**src/rtl/tgd_pkg.sv**
```systemverilog
// tgd_pkg: shared types and constants for the tile id decode core.
// Holds beat structs, pipeline control struct, register indexes and codes.
// No dependencies.
`default_nettype none

package tgd_pkg;

  // Field widths
  localparam int RAW_W    = 32;
  localparam int ID_W     = 29;
  localparam int COLS_W   = 12;
  localparam int SIZE_W   = 8;
  localparam int CELL_W   = 8;
  localparam int DEST_W   = 14;
  localparam int SRCX_W   = 20;
  localparam int SRCY_W   = 37;
  localparam int ROT_W    = 2;

  // Flip flag positions in the raw id
  localparam int FLAG_H_BIT = 31;
  localparam int FLAG_V_BIT = 30;
  localparam int FLAG_D_BIT = 29;

  // Render tile size in destination pixels
  localparam int RENDER_TILE_SIZE = 32;

  // Divider: dividend width and quotient bits resolved per stage
  localparam int DIV_W          = 32;
  localparam int DIV_STEP_BITS  = 4;
  localparam int DIV_STAGES     = DIV_W / DIV_STEP_BITS;

  // Configuration port
  localparam int CFG_IDX_W  = 4;
  localparam int CFG_DATA_W = 29;

  localparam logic [CFG_IDX_W-1:0] REG_SET0_FIRST_ID    = 4'd0;
  localparam logic [CFG_IDX_W-1:0] REG_SET0_COLUMNS     = 4'd1;
  localparam logic [CFG_IDX_W-1:0] REG_SET0_TILE_WIDTH  = 4'd2;
  localparam logic [CFG_IDX_W-1:0] REG_SET0_TILE_HEIGHT = 4'd3;
  localparam logic [CFG_IDX_W-1:0] REG_SET1_FIRST_ID    = 4'd4;
  localparam logic [CFG_IDX_W-1:0] REG_SET1_COLUMNS     = 4'd5;
  localparam logic [CFG_IDX_W-1:0] REG_SET1_TILE_WIDTH  = 4'd6;
  localparam logic [CFG_IDX_W-1:0] REG_SET1_TILE_HEIGHT = 4'd7;

  // Reset values of the registers
  localparam logic [ID_W-1:0]   SET0_FIRST_ID_RST = 29'd1;
  localparam logic [ID_W-1:0]   SET1_FIRST_ID_RST = 29'h1FFF_FFFF;
  localparam logic [COLS_W-1:0] COLUMNS_RST       = 12'd0;
  localparam logic [SIZE_W-1:0] TILE_SIZE_RST     = 8'd32;

  // Rotation codes
  localparam logic [ROT_W-1:0] ROT_NONE    = 2'd0;
  localparam logic [ROT_W-1:0] ROT_PLUS90  = 2'd1;
  localparam logic [ROT_W-1:0] ROT_MINUS90 = 2'd2;

  typedef struct packed {
    logic [RAW_W-1:0]  raw_tile_id;
    logic [CELL_W-1:0] cell_x;
    logic [CELL_W-1:0] cell_y;
  } in_beat_t;

  typedef struct packed {
    logic              drawn;
    logic              set_select;
    logic [SRCX_W-1:0] source_x;
    logic [SRCY_W-1:0] source_y;
    logic [SIZE_W-1:0] source_width;
    logic [SIZE_W-1:0] source_height;
    logic [DEST_W-1:0] dest_x;
    logic [DEST_W-1:0] dest_y;
    logic [ROT_W-1:0]  rotation;
    logic              mirror_x;
    logic              mirror_y;
  } out_beat_t;

  // Per-item control that rides down the pipeline next to the divider
  typedef struct packed {
    logic              skip;
    logic              sel;
    logic [COLS_W-1:0] cols;
    logic [SIZE_W-1:0] tw;
    logic [SIZE_W-1:0] th;
    logic [DEST_W-1:0] dest_x;
    logic [DEST_W-1:0] dest_y;
    logic [ROT_W-1:0]  rot;
    logic              mx;
    logic              my;
  } pipe_t;

endpackage

`default_nettype wire

```
**src/rtl/tile_gid_decode_core.sv**
```systemverilog
// tile_gid_decode_core: decodes one map cell per beat into a tile draw request.
// Depends on tgd_pkg (beat structs, pipeline struct, codes and widths).
`default_nettype none

// Usage
// - Input: drive in_data and raise start; a beat is taken at every edge with
//   start high and busy low. busy is always low, so one beat per cycle.
// - Output: out_valid pulses for one cycle with out_data; results come out
//   in input order and the receiver cannot stall them.
// - Config: cfg_we, cfg_index and cfg_wdata write one register per edge;
//   indexes above 7 are ignored. The user must write only while no beat is
//   in flight; the block itself does not enforce this.
// - Pipeline: one stage for tileset choice and flip decode, one for the
//   local id subtract, eight divider stages (4 quotient bits each, 32 in
//   all) and one stage for the column and row scaling multiplies.
// - Throughput: one beat per cycle, set by the fully pipelined divider.
// - Reset: synchronous rst_n clears all valid bits and loads the register
//   reset values; nothing comes out until new beats are accepted.
module tile_gid_decode_core (
  input  wire logic                          clk,
  input  wire logic                          rst_n,
  input  wire logic                          start,
  output logic                               busy,
  input  wire tgd_pkg::in_beat_t             in_data,
  output logic                               out_valid,
  output tgd_pkg::out_beat_t                 out_data,
  input  wire logic                          cfg_we,
  input  wire logic [tgd_pkg::CFG_IDX_W-1:0] cfg_index,
  input  wire logic [tgd_pkg::CFG_DATA_W-1:0] cfg_wdata
);
  import tgd_pkg::*;

  localparam int PIPE_LAT = DIV_STAGES + 3;

  // Configuration registers
  logic [ID_W-1:0]   set0_first_r, set1_first_r;
  logic [COLS_W-1:0] set0_cols_r, set1_cols_r;
  logic [SIZE_W-1:0] set0_tw_r, set0_th_r, set1_tw_r, set1_th_r;

  logic in_accept;

  // Stage 1: choice and decode
  logic              s1_v_r;
  pipe_t             s1_ctl_r, s1_ctl_nxt;
  logic [ID_W-1:0]   s1_id_r, s1_id_nxt;
  logic [ID_W-1:0]   s1_first_r, s1_first_nxt;

  // Divider pipe: entry 0 holds the subtract result
  logic              dv_r   [0:DIV_STAGES];
  pipe_t             dctl_r [0:DIV_STAGES];
  logic [DIV_W-1:0]  dqn_r  [0:DIV_STAGES];
  logic [COLS_W-1:0] drem_r [0:DIV_STAGES];

  // Output register
  logic      out_valid_r;
  out_beat_t out_data_r, out_data_nxt;

  assign busy      = 1'b0;
  assign in_accept = start && !busy;

  // One restoring division step: shift in the next dividend bit
  function automatic logic [COLS_W+DIV_W-1:0] div_step(
    input logic [COLS_W-1:0] rem,
    input logic [DIV_W-1:0]  qn,
    input logic [COLS_W-1:0] cols
  );
    logic [COLS_W:0]   trial;
    logic              ge;
    logic [COLS_W-1:0] rem_n;
    trial = {rem, qn[DIV_W-1]};
    ge    = trial >= {1'b0, cols};
    rem_n = ge ? COLS_W'(trial - {1'b0, cols}) : trial[COLS_W-1:0];
    return {rem_n, qn[DIV_W-2:0], ge};
  endfunction

  // Register writes
  always_ff @(posedge clk) begin
    if (!rst_n) begin
      set0_first_r <= SET0_FIRST_ID_RST;
      set0_cols_r  <= COLUMNS_RST;
      set0_tw_r    <= TILE_SIZE_RST;
      set0_th_r    <= TILE_SIZE_RST;
      set1_first_r <= SET1_FIRST_ID_RST;
      set1_cols_r  <= COLUMNS_RST;
      set1_tw_r    <= TILE_SIZE_RST;
      set1_th_r    <= TILE_SIZE_RST;
    end else if (cfg_we) begin
      case (cfg_index)
        REG_SET0_FIRST_ID:    set0_first_r <= cfg_wdata[ID_W-1:0];
        REG_SET0_COLUMNS:     set0_cols_r  <= cfg_wdata[COLS_W-1:0];
        REG_SET0_TILE_WIDTH:  set0_tw_r    <= cfg_wdata[SIZE_W-1:0];
        REG_SET0_TILE_HEIGHT: set0_th_r    <= cfg_wdata[SIZE_W-1:0];
        REG_SET1_FIRST_ID:    set1_first_r <= cfg_wdata[ID_W-1:0];
        REG_SET1_COLUMNS:     set1_cols_r  <= cfg_wdata[COLS_W-1:0];
        REG_SET1_TILE_WIDTH:  set1_tw_r    <= cfg_wdata[SIZE_W-1:0];
        REG_SET1_TILE_HEIGHT: set1_th_r    <= cfg_wdata[SIZE_W-1:0];
        default: ;
      endcase
    end
  end

  // Stage 1: tileset choice, flip decode and anchor
  always_comb begin
    logic [ID_W-1:0]   id;
    logic              fh, fv, fd;
    logic              ge0, ge1;
    logic [ID_W-1:0]   first;
    logic [COLS_W-1:0] cols;
    logic [SIZE_W-1:0] tw, th;
    logic              offx, offy;
    logic [ROT_W-1:0]  rot;
    logic              mx, my;
    logic [16:0]       dx_full, dy_full;

    id  = in_data.raw_tile_id[ID_W-1:0];
    fh  = in_data.raw_tile_id[FLAG_H_BIT];
    fv  = in_data.raw_tile_id[FLAG_V_BIT];
    fd  = in_data.raw_tile_id[FLAG_D_BIT];
    ge0 = id >= set0_first_r;
    ge1 = id >= set1_first_r;

    if (ge1) begin
      first = set1_first_r;
      cols  = set1_cols_r;
      tw    = set1_tw_r;
      th    = set1_th_r;
    end else begin
      first = set0_first_r;
      cols  = set0_cols_r;
      tw    = set0_tw_r;
      th    = set0_th_r;
    end

    // eight flip states
    rot  = ROT_NONE;
    mx   = 1'b0;
    my   = 1'b0;
    offx = 1'b0;
    offy = 1'b0;
    case ({fd, fh, fv})
      3'b000: ;
      3'b001: begin my = 1'b1; offy = 1'b1; end
      3'b010: begin mx = 1'b1; offx = 1'b1; end
      3'b011: begin mx = 1'b1; my = 1'b1; offx = 1'b1; offy = 1'b1; end
      3'b100: begin rot = ROT_PLUS90; offx = 1'b1; end
      3'b110: begin rot = ROT_MINUS90; offy = 1'b1; end
      3'b101: begin rot = ROT_PLUS90; my = 1'b1; offx = 1'b1; offy = 1'b1; end
      default: begin rot = ROT_MINUS90; my = 1'b1; end
    endcase

    dx_full = 17'(in_data.cell_x) * 17'(RENDER_TILE_SIZE)
            + (offx ? 17'(RENDER_TILE_SIZE) : 17'd0);
    dy_full = 17'(in_data.cell_y) * 17'(RENDER_TILE_SIZE)
            + (offy ? 17'(RENDER_TILE_SIZE) : 17'd0);

    s1_ctl_nxt.skip   = (id == '0) || !ge0 || (cols == '0);
    s1_ctl_nxt.sel    = ge1;
    s1_ctl_nxt.cols   = cols;
    s1_ctl_nxt.tw     = tw;
    s1_ctl_nxt.th     = th;
    s1_ctl_nxt.dest_x = dx_full[DEST_W-1:0];
    s1_ctl_nxt.dest_y = dy_full[DEST_W-1:0];
    s1_ctl_nxt.rot    = rot;
    s1_ctl_nxt.mx     = mx;
    s1_ctl_nxt.my     = my;
    s1_id_nxt         = id;
    s1_first_nxt      = first;
  end

  always_ff @(posedge clk) begin
    if (!rst_n) begin
      s1_v_r <= 1'b0;
    end else begin
      s1_v_r <= in_accept;
    end
  end

  always_ff @(posedge clk) begin
    s1_ctl_r   <= s1_ctl_nxt;
    s1_id_r    <= s1_id_nxt;
    s1_first_r <= s1_first_nxt;
  end

  // Stage 2: local id, divider seed
  always_ff @(posedge clk) begin
    if (!rst_n) begin
      dv_r[0] <= 1'b0;
    end else begin
      dv_r[0] <= s1_v_r;
    end
  end

  always_ff @(posedge clk) begin
    dctl_r[0] <= s1_ctl_r;
    dqn_r[0]  <= DIV_W'(s1_id_r - s1_first_r);
    drem_r[0] <= '0;
  end

  // Divider stages: DIV_STEP_BITS quotient bits each
  for (genvar k = 1; k <= DIV_STAGES; k++) begin : g_div
    logic [DIV_W-1:0]  qn_nxt;
    logic [COLS_W-1:0] rem_nxt;

    always_comb begin
      logic [COLS_W+DIV_W-1:0] st;
      qn_nxt  = dqn_r[k-1];
      rem_nxt = drem_r[k-1];
      for (int b = 0; b < DIV_STEP_BITS; b++) begin
        st      = div_step(rem_nxt, qn_nxt, dctl_r[k-1].cols);
        rem_nxt = st[COLS_W+DIV_W-1:DIV_W];
        qn_nxt  = st[DIV_W-1:0];
      end
    end

    always_ff @(posedge clk) begin
      if (!rst_n) begin
        dv_r[k] <= 1'b0;
      end else begin
        dv_r[k] <= dv_r[k-1];
      end
    end

    always_ff @(posedge clk) begin
      dctl_r[k] <= dctl_r[k-1];
      dqn_r[k]  <= qn_nxt;
      drem_r[k] <= rem_nxt;
    end
  end

  // Final stage: scale column and row by the tile size
  always_comb begin
    pipe_t             c;
    logic [ID_W-1:0]   row;
    logic [COLS_W-1:0] col;
    c   = dctl_r[DIV_STAGES];
    row = dqn_r[DIV_STAGES][ID_W-1:0];
    col = drem_r[DIV_STAGES];
    out_data_nxt = '0;
    if (!c.skip) begin
      out_data_nxt.drawn         = 1'b1;
      out_data_nxt.set_select    = c.sel;
      out_data_nxt.source_x      = SRCX_W'(col) * SRCX_W'(c.tw);
      out_data_nxt.source_y      = SRCY_W'(row) * SRCY_W'(c.th);
      out_data_nxt.source_width  = c.tw;
      out_data_nxt.source_height = c.th;
      out_data_nxt.dest_x        = c.dest_x;
      out_data_nxt.dest_y        = c.dest_y;
      out_data_nxt.rotation      = c.rot;
      out_data_nxt.mirror_x      = c.mx;
      out_data_nxt.mirror_y      = c.my;
    end
  end

  always_ff @(posedge clk) begin
    if (!rst_n) begin
      out_valid_r <= 1'b0;
    end else begin
      out_valid_r <= dv_r[DIV_STAGES];
    end
  end

  always_ff @(posedge clk) begin
    out_data_r <= out_data_nxt;
  end

  assign out_valid = out_valid_r;
  assign out_data  = out_data_r;

`ifndef ASSERT_OFF
  // every accepted beat comes out after the fixed latency
  a_in_to_out: assert property (@(posedge clk) disable iff (!rst_n)
    in_accept |-> ##PIPE_LAT out_valid)
    else $error("accepted beat did not produce a result");

  // no result appears without a matching accepted beat
  a_out_from_in: assert property (@(posedge clk) disable iff (!rst_n)
    out_valid |-> $past(in_accept, PIPE_LAT))
    else $error("result without accepted beat");

  // a beat that is not drawn carries an all-zero payload
  a_skip_zero: assert property (@(posedge clk) disable iff (!rst_n)
    out_valid && !out_data.drawn |->
      out_data.source_x == '0 && out_data.source_y == '0 &&
      out_data.dest_x == '0 && out_data.dest_y == '0 &&
      out_data.rotation == ROT_NONE && !out_data.mirror_x && !out_data.mirror_y)
    else $error("undrawn result carries data");

  // rotated states never mirror horizontally
  a_rot_mirror: assert property (@(posedge clk) disable iff (!rst_n)
    out_valid && out_data.rotation != ROT_NONE |-> !out_data.mirror_x &&
      (out_data.rotation == ROT_PLUS90 || out_data.rotation == ROT_MINUS90))
    else $error("bad rotation or mirror combination");
`endif

endmodule

`default_nettype wire
```
**config.mk**
```make
export PLATFORM = sky130hd
export DESIGN_NAME = tile_gid_decode_core
export DESIGN_NICKNAME = d
export VERILOG_FILES = /design/src/rtl/tgd_pkg.sv /design/src/rtl/tile_gid_decode_core.sv
export SDC_FILE = /design/constraint.sdc
export NUM_CORES = 2
export LEC_CHECK = 0
export BUFFER_PORTS_ARGS = -buffer_cell sky130_fd_sc_hd__buf_4
export CORE_MARGIN = 2
export CORE_UTILIZATION = 60
export CTS_CLUSTER_SIZE = 24
export DETAILED_ROUTE_END_ITERATION = 16
export PLACE_DENSITY = 0.87
export REMOVE_ABC_BUFFERS = 1
export SETUP_SLACK_MARGIN = 0.2
export SYNTH_ARGS = -nofsm -noshare
export SYNTH_HDL_FRONTEND = slang
export SYNTH_SLANG_ARGS = --single-unit
export TNS_END_PERCENT = 5
```
**constraint.sdc**
```tcl
create_clock -name clk -period 13.5 [get_ports clk]
set_input_delay 0.675 -clock clk [delete_from_list [all_inputs] [get_ports clk]]
set_output_delay 0.675 -clock clk [all_outputs]
set_load 0.02 [all_outputs]
```
Word-level counts from Yosys, hierarchy flattened

Memory sizes are Yosys's and may differ from the RTL's. A register that Yosys moved wholly into a read port is not among the register bits.
Index checks and enable logic that the tools add are counted.

Order comparisons: 34
Reductions and logical operators: 22
Multipliers: 2
Bitwise operators: 9
Mux-type cells: 55
Equal/unequal tests: 13
Add/sub/neg operators: 35

Operators with widths:

| cell                 | number |
|---|---|
| $ge A13 B12 Y1       | 32 |
| $mux W12             | 33 |
| $sub A12 B12 Y12     | 32 |
| $mux W107            | 1 |
| $ge A29 B29 Y1       | 2 |
| $mul A29 B8 Y37      | 1 |
| $sub A29 B29 Y30     | 1 |
| $logic_not A29 Y1    | 1 |
| $mux W29             | 1 |
| $add A13 B6 Y14      | 2 |
| $mul A12 B8 Y20      | 1 |
| $eq A4 B3 Y1 const B | 4 |
| $mux W8              | 2 |
| $reduce_and A2 Y1    | 8 |
| $reduce_or A4 Y1     | 4 |
| $mux W1              | 15 |
| $logic_not A12 Y1    | 1 |
| $mux W6              | 2 |
| $eq A3 B3 Y1 const B | 3 |
| $or A1 B1 Y1         | 9 |
| $eq A4 B2 Y1 const B | 2 |
| $eq A3 B2 Y1 const B | 2 |
| $eq A4 B1 Y1 const B | 1 |
| $logic_not A4 Y1     | 1 |
| 6 further kinds      | 9 |

Register bits after elaboration: 342
Output and inout bits: 109
Word-level logic and storage cells: 206
Memories: 4
RAM bits: 963

Memories:

| name   | words | width | rd ports | clocked after Yosys merged registers in | write ports | RTL line                   | source |
|---|---|---|---|---|---|---|---|
| dctl_r | 9     | 62    | 9        | 0                                       | 9           | tile_gid_decode_core.sv:50 | `pipe_t dctl_r [0:DIV_STAGES];` |
| dqn_r  | 9     | 32    | 9        | 0                                       | 9           | tile_gid_decode_core.sv:51 | `logic [DIV_W-1:0] dqn_r [0:DIV_STAGES];` |
| drem_r | 9     | 12    | 9        | 0                                       | 9           | tile_gid_decode_core.sv:52 | `logic [COLS_W-1:0] drem_r [0:DIV_STAGES];` |
| dv_r   | 9     | 1     | 9        | 1                                       | 9           | tile_gid_decode_core.sv:49 | `logic dv_r [0:DIV_STAGES];` |

Logic depth before layout (Yosys ltp)

An unclocked memory read counts as a cell.

Depth in word-level cells: 9
Depth in mapped cells: 52
Gate-level depth less buffers: 47

Worst setup path before layout

Ideal clock, no wire load.

Path type: register to register
Start point: memory dctl_r[0][173] in the netlist's numbering
End point: memory drem_r[3][6] (netlist: drem_r[0][42])
Clock period less this slack: 9.984 ns
Slack: 3.516 ns
Arrival time: 9.863 ns
Cell stages (with the launch flop): 50
Data required time: 13.378 ns
Buffers on the path: 4
Cells stage by stage: dfxtp_1 inv_1 ha_1 nor2b_1 o21ai_0 a21oi_1 o211ai_1 nand3_1 nand2_1 clkinv_1 o21ai_0 inv_1 ha_1 nor2b_1 o21a_1 o21ai_1 a21oi_1 a41o_1 [... 14 more ...] mux2i_1 clkbuf_1 a21oi_1 ha_1 nor2b_1 o21a_1 o21ai_0 a21oi_1 a211o_1 a221oi_1 a21oi_1 o22ai_1 and3_1 clkbuf_1 or2_1 buf_2 inv_2 a221o_1

RTL lines:

| element         | RTL line |
|---|---|
| start, declared | tile_gid_decode_core.sv:50 |
| end, declared   | tile_gid_decode_core.sv:52 |

==> results.yml <==
outcome:
  status: "completed"
sta:
  fin_crit_ps: 11910
  skew_ps: 81.5
  grt_setup_unrepaired: "false"
  finalSetupViolCount: 0
  post-route-period-util_pct: 88.2
  tightest_slew_ps: 1250
  clock.fmax_ghz: 0.0840
  slew_headroom_pct: 16.8
  fin_setup_tns_ps: 0
  maxSlewViolCount: 0
  hold_viol_final: 0
cts:
  cts.sinks: 1146
  htree_levels: 3
  cts_resized: 0
  cts_buffer_depth: 3
  cts_made_buffers: 106
  cts.clk_slew.worst_paths_ps: 70
  tritoncts: "yes"
  post-cts-setup-buffer-count: 0
  clk_latency_ps: 740
  cts-root-buf: "clkbuf_16"
  cts_hold_buf: 0
synth:
  netlist.area_leader.share_pct: 38.6
  synthFlopType: "dfxtp_1"
  synth-simple-area-share_pct: 14.0
  ys_seq_elements: 1146
  synth_area_sq_um: 59500
  synth_top_area_cell: "dfxtp_1"
  synth_area_leaders: "dfxtp_1 (39%), ha_1 (12%), fa_1 (8.6%), nand2_1 (4.0%), inv_1 (3.7%)"
  synth-compound-area-share_pct: 12.0
  muxShareOfSynthArea_pct: 5.56
  synth.distinct_cells: 85
  syn_inst: 6163
  synthAdderAreaFrac_pct: 20.3
  async_reset_ff_share_pct: 0
  syn_area_per_cell_sq_um: 9.65
  yosysWarnings: 0
  yosysSeqAreaShare_pct: 38.6
  synth_xor_area_share_pct: 4.55
  synth_top_family_by_area: "adder cells"
  synth-edff-count: 0
floorplan:
  fp.coreArea_sq_um: 98300
  start_util_pct: 60.5
  rows: 115
  fp.dieArea_sq_um: 102000
  ios: 194
  dieWidth_um: 319
  die_h_um: 319
worst_setup_path:
  start_kind: "register"
  crit_family: "compound AO/OA/AOI/OAI gates"
  max_stage_delay_ps: 730
  arrival_ps: 12490
  cp.required_ps: 14080
  cp_common_cell: "o21ai_0"
  cp-end-kind: "register"
  cp_num_buf_inv: 4
  critPathKind: "register to register"
  slowest_stage: "a21oi_1"
  critical_path.max_fanout: 18
placement:
  gp_congestion: 0.915
  port_buffers: 182
  dpl.hpwl_mm: 102
global_route:
  antenna_found_initial: 2
  grt_pass1_vias: 44600
  grt_pass1_wl_mm: 227
  grt_usage_pct: 27.2
  gr-total-overflow: 0
  grt_max_degree: 126
layout:
  area_delta_synth_final_pct: 10.4
  nFillCells: 7195
  nets: 7219
  drive_gt1_share_pct: 9.74
route:
  dr.first_iter.drc_count: 3365
  vias: 44200
  drtAntennaViolNets: 0
  viasPerCell: 5.74
  drc: 0
  routed_wl_mm: 140
  dr.pass1.iters: 8
  wl_per_cell_um: 18.3
run:
  cap_violations: 0
hold_path:
  hold_path.class: "primary input to register"
[final timing paths]
check | startpoint | to | slack (ps) | depth (start not counted)
max | dctl_r[0][359] | drem_r[0][81] | 1590 | 43
min reg2reg | s1_ctl_r[53] | dctl_r[0][53] | 290 | 0
min | in_data[46] | s1_ctl_r[0] | 60 | 1
max reg2reg | dctl_r[0][359] | drem_r[0][81] | 1590 | 43
[registers in the layout, indices dropped and copies added, names as in the netlist, 8 cells and up]
signal,cells
dctl_r,456
set0_tw_r,8
set1_th_r,8
dv_r,9
set0_cols_r,12
s1_first_r,29
s1_id_r,29
out_data,97
drem_r,96
set0_th_r,8
set1_first_r,29
set1_cols_r,12
set0_first_r,29
s1_ctl_r,52
set1_tw_r,8
dqn_r,262
[layout make-up]
class	instances	area, sq um	area share, %
multi-input cells	4267	33600	51.3
diodes	1	2.50	0.00381
repair buffers	199	1490	2.28
well taps	1287	1610	2.45
flip-flops and latches	1146	22900	35.0
clock inverters	58	776	1.18
clock buffers	134	2900	4.42
inverters	600	2250	3.43
[layer usage]
metal	wire, um	GRT usage (%)	share of wire (%)	vias to the layer above
met4	5030	10.3	3.6	0
met5	0	0	0	-
li1	-	-	-	21100
met2	67000	46.2	48	1544
met1	60000	35.0	43	21200
met3	8450	3.97	6.0	347
[cell families (layout without fill, tap and decap cells)]
kind of cell / after synthesis / after routing
fa+ha+maj: 814 / 814
buf+inv: 760 / 991
mux: 302 / 302
other cells: 1 / 12
compound gates: 1113 / 1113
flops: 1146 / 1146
xor+xnor: 309 / 309
simple gates: 1718 / 1718
[synth_stat cells, types with 12 or more instances]
cell / count
xnor2_1: 209
buf_1: 12
o31ai_1: 37
or3_1: 24
nor2_1: 305
a211oi_1: 21
mux2i_1: 104
xor2_1: 100
ha_1: 560
dfxtp_1: 1146
a31oi_1: 26
nand2b_1: 45
clkbuf_1: 113
nand2_1: 629
or2_2: 15
a21oi_1: 299
o211ai_1: 49
a211o_1: 12
and3_1: 32
o21bai_1: 31
nand3_1: 77
mux2_2: 186
nor4_1: 31
o21ai_0: 255
nor2b_1: 180
nand4_1: 64
buf_2: 20
inv_1: 592
and2_1: 176
a21boi_0: 72
fa_1: 254
and4_1: 12
o21a_1: 71
nor3_1: 85
a21o_1: 127
[cell usage in the layout, fill, tap and decap left out, types with 11 or more instances in the layout]
cell type / n
mux2i_1: 104
a21oi_1: 299
a21o_1: 127
nand2_1: 629
o211ai_1: 49
clkbuf_16: 106
and2_1: 176
clkbuf_8: 14
a21boi_0: 72
conb_1: 11
mux2_2: 186
clkinv_2: 19
clkinvlp_4: 11
a31oi_1: 26
buf_4: 199
dfxtp_1: 1145
a211o_1: 12
and4_1: 12
nor3_1: 84
clkbuf_1: 14
ha_1: 560
inv_1: 592
a31o_2: 11
o21bai_1: 31
xnor2_1: 209
o21a_1: 71
nor4_1: 31
o21ai_0: 255
xor2_1: 100
nor2b_1: 180
or3_1: 24
a211oi_1: 20
o31ai_1: 36
fa_1: 254
nand4_1: 64
nor2_1: 305
or2_2: 15
nand2b_1: 45
nand3_1: 77
and3_1: 32
[metrics by stage]
stage | utilization [%] | std cells | worst slack (ps) | hold WS (ps) | cell area [sq um]
3_3_place_gp | 63.0 | 7499 | 2310 | 310 | 61900
6_report | 66.8 | 7692 | 1590 | 62.4 | 65600
4_1_cts | 66.8 | 7691 | 1920 | 29.4 | 65600
5_1_grt | 66.8 | 7691 | 803 | 36.0 | 65600
2_1_floorplan | - | 6013 | 2380 | 310 | 58800
3_5_place_dp | 63.0 | 7499 | 2110 | 312 | 61900
Power is left out: the tool's default activity adds up to more than one toggle a clock period on the data nets, which glitch-free logic cannot reach.
